--- src/rtl/tccs_pkg.sv ---
`default_nettype none

package tccs_pkg;

  // field widths of one transaction on each channel
  localparam int unsigned KIND_W  = 2;
  localparam int unsigned CHAR_W  = 8;
  localparam int unsigned COLOR_W = 4;
  localparam int unsigned RROW_W  = 5;
  localparam int unsigned RCOL_W  = 7;
  localparam int unsigned CELL_W  = 16;
  localparam int unsigned IDX_W   = 11;
  localparam int unsigned CROW_W  = 5;
  localparam int unsigned CCOL_W  = 7;

  // item kinds
  localparam logic [KIND_W-1:0] KIND_PUT   = 2'd0;
  localparam logic [KIND_W-1:0] KIND_READ  = 2'd1;
  localparam logic [KIND_W-1:0] KIND_CLEAR = 2'd2;

  localparam logic [CHAR_W-1:0] NEWLINE_CHAR = 8'd10;

  typedef struct packed {
    logic [KIND_W-1:0]  kind;
    logic [CHAR_W-1:0]  character;
    logic [COLOR_W-1:0] fore_color;
    logic [COLOR_W-1:0] back_color;
    logic               end_of_string;
    logic [RROW_W-1:0]  read_row;
    logic [RCOL_W-1:0]  read_column;
  } in_item_t;

  typedef struct packed {
    logic [CELL_W-1:0] cell_value;
    logic [IDX_W-1:0]  cell_index;
    logic              cell_written;
    logic              scrolled;
    logic [CROW_W-1:0] cursor_row;
    logic [CCOL_W-1:0] cursor_column;
  } out_item_t;

  // datapath to controller
  typedef struct packed {
    logic in_is_put;
    logic in_is_newline;
    logic in_is_read;
    logic in_is_clear;
    logic wrap_pending;
    logic col_last;
    logic last_row;
    logic sweep_last;
    logic eos;
  } status_t;

  // controller to datapath
  typedef struct packed {
    logic capture;
    logic clear_all;
    logic read_issue;
    logic read_latch;
    logic row_next;
    logic scroll_begin;
    logic scroll_end;
    logic sweep_step;
    logic write_cell;
    logic publish;
  } cmd_t;

endpackage

`default_nettype wire

--- src/rtl/tccs_ctrl.sv ---
`default_nettype none

module tccs_ctrl (
  input  wire logic             clk_i,
  input  wire logic             rst_ni,
  input  wire logic             in_valid_i,
  output logic                  in_ready_o,
  output logic                  out_valid_o,
  input  wire logic             out_ready_i,
  input  wire tccs_pkg::status_t status_i,
  output tccs_pkg::cmd_t        cmd_o
);
  import tccs_pkg::*;

  typedef enum logic [6:0] {
    S_IDLE    = 7'b0000001,
    S_CLEAR   = 7'b0000010,
    S_ADVANCE = 7'b0000100,
    S_SCROLL  = 7'b0001000,
    S_WRITE   = 7'b0010000,
    S_READ    = 7'b0100000,
    S_FINISH  = 7'b1000000
  } state_e;

  state_e state_q, state_d;
  logic   after_write_q, after_write_d;
  logic   pend_resp_q, pend_resp_d;
  logic   out_valid_q, out_valid_d;
  cmd_t   cmd;

  always_comb begin
    state_d       = state_q;
    after_write_d = after_write_q;
    pend_resp_d   = pend_resp_q;
    cmd           = '0;
    in_ready_o    = 1'b0;
    case (state_q)
      S_IDLE: begin
        in_ready_o = 1'b1;
        if (in_valid_i) begin
          cmd.capture = 1'b1;
          if (status_i.in_is_clear) begin
            cmd.clear_all = 1'b1;
            pend_resp_d   = 1'b1;
            state_d       = S_CLEAR;
          end else if (status_i.in_is_read) begin
            cmd.read_issue = 1'b1;
            state_d        = S_READ;
          end else if (status_i.in_is_newline) begin
            after_write_d = 1'b0;
            state_d       = S_ADVANCE;
          end else if (status_i.in_is_put) begin
            if (status_i.wrap_pending) begin
              after_write_d = 1'b1;
              state_d       = S_ADVANCE;
            end else begin
              state_d = S_WRITE;
            end
          end else begin
            state_d = S_FINISH;
          end
        end
      end
      S_CLEAR: begin
        cmd.sweep_step = 1'b1;
        if (status_i.sweep_last) begin
          state_d     = pend_resp_q ? S_FINISH : S_IDLE;
          pend_resp_d = 1'b0;
        end
      end
      S_ADVANCE: begin
        if (status_i.last_row) begin
          cmd.scroll_begin = 1'b1;
          state_d          = S_SCROLL;
        end else begin
          cmd.row_next = 1'b1;
          state_d      = after_write_q ? S_WRITE : S_FINISH;
        end
      end
      S_SCROLL: begin
        cmd.sweep_step = 1'b1;
        if (status_i.sweep_last) begin
          cmd.scroll_end = 1'b1;
          state_d        = after_write_q ? S_WRITE : S_FINISH;
        end
      end
      S_WRITE: begin
        cmd.write_cell = 1'b1;
        if (status_i.eos && status_i.col_last) begin
          after_write_d = 1'b0;
          state_d       = S_ADVANCE;
        end else begin
          state_d = S_FINISH;
        end
      end
      S_READ: begin
        cmd.read_latch = 1'b1;
        state_d        = S_FINISH;
      end
      S_FINISH: begin
        if (!out_valid_q || out_ready_i) begin
          cmd.publish = 1'b1;
          state_d     = S_IDLE;
        end
      end
      default: begin
        state_d = S_IDLE;
      end
    endcase
  end

  always_comb begin
    out_valid_d = out_valid_q;
    if (cmd.publish) begin
      out_valid_d = 1'b1;
    end else if (out_ready_i) begin
      out_valid_d = 1'b0;
    end
  end

  always_ff @(posedge clk_i or negedge rst_ni) begin
    if (!rst_ni) begin
      state_q       <= S_CLEAR;
      after_write_q <= 1'b0;
      pend_resp_q   <= 1'b0;
      out_valid_q   <= 1'b0;
    end else begin
      state_q       <= state_d;
      after_write_q <= after_write_d;
      pend_resp_q   <= pend_resp_d;
      out_valid_q   <= out_valid_d;
    end
  end

  assign out_valid_o = out_valid_q;
  assign cmd_o       = cmd;

`ifndef SYNTHESIS
  a_publish_slot_free: assert property (@(posedge clk_i) disable iff (!rst_ni)
    cmd.publish |-> (!out_valid_q || out_ready_i))
    else $error("result published over an untaken result");

  a_publish_shows: assert property (@(posedge clk_i) disable iff (!rst_ni)
    cmd.publish |=> out_valid_o)
    else $error("published result not shown");

  a_one_item_at_a_time: assert property (@(posedge clk_i) disable iff (!rst_ni)
    (in_valid_i && in_ready_o) |=> !in_ready_o)
    else $error("second transaction taken while one is in flight");
`endif

endmodule

`default_nettype wire

--- config.mk ---
export PLATFORM = sky130hd
export DESIGN_NAME = tccs_ctrl
export DESIGN_NICKNAME = d
export VERILOG_FILES = /design/src/rtl/tccs_pkg.sv /design/src/rtl/tccs_ctrl.sv
export SDC_FILE = /design/constraint.sdc
export NUM_CORES = 1
export LEC_CHECK = 0
export BUFFER_PORTS_ARGS = -buffer_cell sky130_fd_sc_hd__buf_2
export CAP_MARGIN = 10
export CORE_MARGIN = 3
export CORE_UTILIZATION = 49
export DETAILED_ROUTE_END_ITERATION = 8
export PLACE_DENSITY = 0.78
export SLEW_MARGIN = 20
export SYNTH_ARGS = -nofsm -noshare
export SYNTH_HDL_FRONTEND = slang
export SYNTH_SLANG_ARGS = --single-unit
export TNS_END_PERCENT = 100
--- constraint.sdc ---
create_clock -name clk_i -period 2.9 [get_ports clk_i]
set_clock_uncertainty 0.2 [all_clocks]
set_input_delay 0.58 -clock clk_i [delete_from_list [all_inputs] [get_ports clk_i]]
set_output_delay 0.58 -clock clk_i [all_outputs]
set_load 0.005 [all_outputs]
==> results of run 1 <==
flip-flops by register name (all words and copies together), names as in the netlist:
| name | cells |
|---|---|
| state_q | 7 |
| after_write_q | 1 |
| out_valid_o | 1 |
| pend_resp_q | 1 |
metrics by stage:
step / std cells / instance area [um2]
6_report: 125 / 922
5_1_grt: 125 / 922
4_1_cts: 125 / 922
3_5_place_dp: 120 / 876
3_3_place_gp: 120 / 876
2_1_floorplan: 85 / 771
power by group through the flow:
stage	clock network (mW)	registers [mW]	logic [mW]
2_1_floorplan	0	0.225	0.338
3_5_place_dp	0	0.256	0.407
3_3_place_gp	0	0.252	0.402
6_report	0.131	0.254	0.414
4_1_cts	0.133	0.253	0.412
5_1_grt	0.141	0.266	0.464
worst reg2reg max path, cell delays in order, from the launching register on:
cell and delay (ns):
dfrtp_1 0.49, nor3_1 0.41, nand4_1 0.31, o221ai_2 0.40, o21bai_2 0.22, o41ai_2 0.10
cell families after synthesis:
family                 synth area share, %
AO/OA/AOI/OAI                         22.9
XOR/XNOR                              1.14
buffers and inverters                 6.33
flip-flops                            32.6
AND/OR/NAND/NOR                       37.0
cell usage in the layout, fill, tap and decap left out, drive strengths merged:
cell type	n
a2111oi	2
a21oi	4
a31oi	1
a32oi	1
and2	1
and3	4
buf	24
clkbuf	4
dfrtp	9
dfstp	1
dlygate4sd3	1
inv	4
nand2	7
nand2b	5
nand3	1
nand3b	1
nand4	3
nand4b	2
nor2	6
nor2b	1
nor3	6
nor4	3
nor4b	1
o211a	1
o21a	1
o21ai	4
o21bai	2
o221ai	1
o22a	2
o41ai	1
or3	3
or3b	2
xnor2	1
path summary, 6_finish.rpt:
check	cells after the start	startpoint	end
hold reg to reg	2	after_write_q	after_write_q
setup / recovery	5	state_q[6]	cmd_o[7]
min in group asynchronous	2	rst_ni	state_q[0]
hold / removal	2	after_write_q	after_write_q
max in group asynchronous	2	rst_ni	state_q[1]
setup reg to reg	5	state_q[0]	after_write_q
layer usage:
layer / track usage, % / wire, um
met5: 0 / 0
met4: 14.0 / 54
met3: 5.53 / 175
met2: 34.3 / 867
met1: 27.6 / 787
area by class of cell:
class / count / share of cell area (%)
Clock buffer: 4 / 3.93
Timing Repair Buffer: 25 / 14.1
Tap cell: 15 / 2.04
Multi-Input combinational cell: 67 / 51.0
Sequential cell: 10 / 27.3
Inverter: 4 / 1.63
repair_timing:
item	4_1_cts	5_1_grt
endpoints found under the hold margin	9	0
hold buffers	1	0
gates resized for setup	0	0
==> flow_metrics.env, run 1 <==
export IMPL_cp_num_buf_inv=1
export IMPL_htreeDepth=1
export IMPL_cts_root_buf="clkbuf_4"
export IMPL_overflow=0
export IMPL_p_sw_mw=0.340
export IMPL_cts_tree="done"
export IMPL_p_leak_nw=0.433
export IMPL_slew_violations=0
export IMPL_ctsLongestPathBuffers=2
export IMPL_crit_path_cell_trace="or3_4, nor4_4, and2_1, and3_1, buf_2"
export IMPL_gr_usage_all_layers_pct=22.3
export IMPL_drt_iter0_drc=28
export IMPL_antenna_cells=0
export IMPL_synthTopCellsByCount="dfrtp_1, nand2_1, nor2_1, nor3_1, nand2b_1"
export IMPL_syn_mean_instance_area_um2=9.07
export IMPL_num_nets_final=124
export IMPL_p_comb_share_pct=51.9
export IMPL_critPathMaxFanout=7
export IMPL_vias_per_cell=6.12
export IMPL_synth_area_leaders="dfrtp_1, nand2b_1, nor3_1"
export IMPL_syn2layout_area_growth_pct=19.6
export IMPL_dieArea_um2=2080
export IMPL_critPathLaunchType="flip-flop"
export IMPL_p_per_area_nw_per_um2=866
export IMPL_grt_pass1_wl_um=3290
export IMPL_pin_count=25
export IMPL_grt_max_degree=12
export IMPL_synth_cells=85
export IMPL_timing_setup_critical_path_class="reg -> out"
export IMPL_multi_input_area_um2=470
export IMPL_p_int_mw=0.459
export IMPL_clkPwrFrac_pct=16.4
export IMPL_whs_ns=0.330
export IMPL_p_total_mw=0.799
export IMPL_swShare_pct=42.5
export IMPL_setup_viol=0
export IMPL_cp_slowest_cell="dfrtp_1"
export IMPL_initial_utilization_pct=55.7
export IMPL_cts_buffers=3
export IMPL_yosysMostFrequentCell="dfrtp_1"
export IMPL_ys_seq_area_share_pct=32.6
export IMPL_core_area_um2=1380
export IMPL_drc_errors=0
export IMPL_synth_area_leader_cell="dfrtp_1"
export IMPL_post_cts_buffers=0
export IMPL_fillers=116
export IMPL_clock_latency_ns=0.27
export IMPL_cts_sinks=10
export IMPL_status="finished clean"
export IMPL_tns_ns=0
export IMPL_via_count=765
export IMPL_wirelength_um=1880
export IMPL_synth_edf_count=0
export IMPL_path_delay_family="simple AND/OR/NAND/NOR gates"
export IMPL_worst_setup_path_end_kind="output port"
export IMPL_synth_ff_type="dfrtp_1"
export IMPL_ys_warnings_count=0
export IMPL_clk_pin_slew_ns=0.07
export IMPL_cp_data_required_time_ns=2.12
export IMPL_hp_class="reg -> reg"
export IMPL_seqPwrFrac_pct=31.8
export IMPL_synthesis_nets=98
export IMPL_pre_cts_ws_ns=0.426
export IMPL_avgRoutedWirePerCell_um=15.1
export IMPL_hpwl_um=1440
export IMPL_max_stage_delay_ns=0.47
export IMPL_synth_top_area_share_pct=29.2
export IMPL_relSlewSlack_pct=57.4
export IMPL_worst_pin_slew_ns=0.623
export IMPL_portBuffers=24
export IMPL_drtPass1Iterations=4
export IMPL_fin_ws_ns=0.0873
export IMPL_period_share_pct=97.0
export IMPL_async_flop_share_pct=100
export IMPL_synth_cell_types=38
export IMPL_finalCriticalPeriod_ns=2.81
export IMPL_fmax_mhz=356
export IMPL_drive_gt1_share_pct=33.6
export IMPL_fin_util_pct=66.7
export IMPL_grt_pass1_vias=741
export IMPL_r2r_slack_ns=0.65
export IMPL_rows=13
export IMPL_rsz0062_at_grt="no"
export IMPL_antenna_left=0
export IMPL_fp_dieW_um=45.7
export IMPL_hold_viol=0
export IMPL_routabilityCongestion=0.777
export IMPL_ys_seq_elements=10
export IMPL_peakVddDrop_mv=0.512
export IMPL_die_height_um=45.7
export IMPL_cap_violations=0
export IMPL_synthesis_area_um2=771
export IMPL_critPathArrivalTime_ns=2.03
export IMPL_antenna_found_initial=0
export IMPL_seq_area_um2=251
Note: power is estimated with default switching activity, not from simulation.
==> run 2, diff against run 1 <==
--- a/config.mk
+++ b/config.mk
@@ -7,10 +7,12 @@
 export LEC_CHECK = 0
 export BUFFER_PORTS_ARGS = -buffer_cell sky130_fd_sc_hd__buf_2
 export CAP_MARGIN = 10
+export CELL_PAD_IN_SITES_DETAIL_PLACEMENT = 1
+export CELL_PAD_IN_SITES_GLOBAL_PLACEMENT = 1
 export CORE_MARGIN = 3
-export CORE_UTILIZATION = 49
+export CORE_UTILIZATION = 36
 export DETAILED_ROUTE_END_ITERATION = 8
-export PLACE_DENSITY = 0.78
+export PLACE_DENSITY_LB_ADDON = 0.1
 export SLEW_MARGIN = 20
 export SYNTH_ARGS = -nofsm -noshare
 export SYNTH_HDL_FRONTEND = slang
==> constraint.sdc (replaced) <==
create_clock -name clk_i -period 3.19 [get_ports clk_i]
set_clock_uncertainty 0.2 [all_clocks]
set_input_delay 0.638 -clock clk_i [delete_from_list [all_inputs] [get_ports clk_i]]
set_output_delay 0.638 -clock clk_i [all_outputs]
set_load 0.005 [all_outputs]
==> run 2 against run 1 <==
Compared with the run above: first-iteration DRC count is 57% lower; die area is 31% higher; sequential cell count stayed put; clock power is 11% lower; combinational power is 9.2% lower; worst setup slack better by 0.26 ns; sequential power is 7.9% lower; worst hold slack worse by 0.30 ns; critical endpoint unchanged.
==> flow_metrics.env, run 2 (synthesis gave the netlist of run 1 again) <==
export IMPL_via_count=777
export IMPL_crit_path_cell_trace="or3_4, nor4_4, and2_1, and3_1, buf_2"
export IMPL_critPathLaunchType="flip-flop"
export IMPL_timing_reg2reg_worst_path_depth=5
export IMPL_avgRoutedWirePerCell_um=15.8
export IMPL_slew_violations=0
export IMPL_r2r_start="state_q[4]"
export IMPL_timing_setup_critical_path_class="reg -> out"
export IMPL_cts_tree="done"
export IMPL_cp_data_required_time_ns=2.35
export IMPL_cts_root_buf="clkbuf_4"
export IMPL_wl_met1_um=1040
export IMPL_startpoint="state_q[6]"
export IMPL_drive_gt1_share_pct=33.9
export IMPL_dr_wl_met2_um=993
export IMPL_r2r_slack_ns=0.91
export IMPL_worst_pin_slew_ns=0.499
export IMPL_fp_dieW_um=52.3
export IMPL_status="finished clean"
export IMPL_portBuffers=24
export IMPL_p_total_mw=0.726
export IMPL_hpwl_um=1720
export IMPL_finalCriticalPeriod_ns=2.84
export IMPL_cap_violations=0
export IMPL_initial_utilization_pct=38.5
export IMPL_grt_pass1_wl_um=3560
export IMPL_gr_usage_all_layers_pct=17.9
export IMPL_cts_resized=0
export IMPL_antenna_left=0
export IMPL_setup_viol=0
export IMPL_post_cts_buffers=0
export IMPL_drtPass1Iterations=4
export IMPL_overflow=0
export IMPL_cts_sinks=10
export IMPL_cts_buffers=3
export IMPL_fin_area_um2=927
export IMPL_max_stage_delay_ns=0.47
export IMPL_drt_iter0_drc=12
export IMPL_die_height_um=52.3
export IMPL_hp_class="in -> async"
export IMPL_clk_pin_slew_ns=0.07
export IMPL_rr_endpoint="after_write_q"
export IMPL_pin_count=25
export IMPL_top_layer="met4"
export IMPL_hold_viol=0
export IMPL_cp_num_buf_inv=1
export IMPL_worst_setup_path_end_kind="output port"
export IMPL_grt_max_degree=12
export IMPL_largest_reg_flops=7
export IMPL_p_per_area_nw_per_um2=784
export IMPL_ctsLongestPathBuffers=2
export IMPL_peakVddDrop_mv=0.350
export IMPL_syn2layout_area_growth_pct=20.3
export IMPL_route_met3_wl_um=104
export IMPL_clock_latency_ns=0.27
export IMPL_fin_util_pct=46.3
export IMPL_path_delay_family="simple AND/OR/NAND/NOR gates"
export IMPL_rsz0062_at_grt="no"
export IMPL_period_share_pct=89.1
export IMPL_wirelength_um=2140
export IMPL_crit_cells=5
export IMPL_routabilityCongestion=0.877
export IMPL_cts_hold_buf=0
export IMPL_layout_common_cells="buf_2, dfrtp_1, nand2_1"
export IMPL_vias_per_cell=5.71
export IMPL_antenna_found_initial=0
export IMPL_top_register="state_q"
export IMPL_dieArea_um2=2730
export IMPL_tns_ns=0
export IMPL_p_leak_nw=0.428
export IMPL_core_area_um2=2000
export IMPL_antenna_cells=0
export IMPL_critPathArrivalTime_ns=2.00
export IMPL_num_nets_final=123
export IMPL_drc_errors=0
export IMPL_htreeDepth=1
export IMPL_fmax_mhz=352
export IMPL_rows=16
export IMPL_grt_pass1_vias=781
export IMPL_place_area_um2=891
export IMPL_cp_slowest_cell="dfrtp_1"
export IMPL_layout_commonest_cell="buf_2"
export IMPL_relSlewSlack_pct=65.9
export IMPL_critPathMaxFanout=7
-- run 2: cell count changes in the layout (fill, tap and decap cells not counted) --
cell / before / now
dlygate4sd3_1: 1 / 0
-- run 2: metal layers --
layer,track usage [%],vias to the layer above
met1,22.7,387
met2,28.2,22
met4,5.96,0
met3,6.27,2
met5,0,-
li1,-,366
-- run 2: how the worst max path moves through the flow --
stage	endpoint	slack, ns
final	cmd_o[7]	0.35
after CTS	cmd_o[7]	0.32
after floorplan	cmd_o[7]	0.76
after global routing	cmd_o[7]	0.21
after global placement	cmd_o[7]	0.66
after detailed placement	cmd_o[7]	0.62
-- run 2: cell type report --
class | instances | area (um2)
Fill cell | 261 | 1070
Multi-Input combinational cell | 67 | 470
Sequential cell | 10 | 251
Timing Repair Buffer | 24 | 120
Clock buffer | 4 | 36.3
Tap cell | 27 | 33.8
Inverter | 4 | 15.0
-- run 2: power by group --
part           switching, mW  internal (mW)
sequential            0.0652          0.169
clock                 0.0474         0.0693
combinational          0.197          0.179
total                  0.310          0.417
-- run 2: worst register-to-register path, cell delays in order (launching register included) --
cell,delay [ns]
dfrtp_1,0.51
nor2_1,0.41
nand4_1,0.32
o221ai_2,0.42
o21bai_2,0.22
o41ai_2,0.09
-- run 2: metrics by stage --
step,std cells,setup WS [ns],hold slack [ns]
floorplan,85,0.762,0.142
global placement,132,0.663,0.320
detailed placement,132,0.620,0.312
CTS,136,0.323,0.0300
global route,136,0.213,0.0139
finish,136,0.349,0.0272
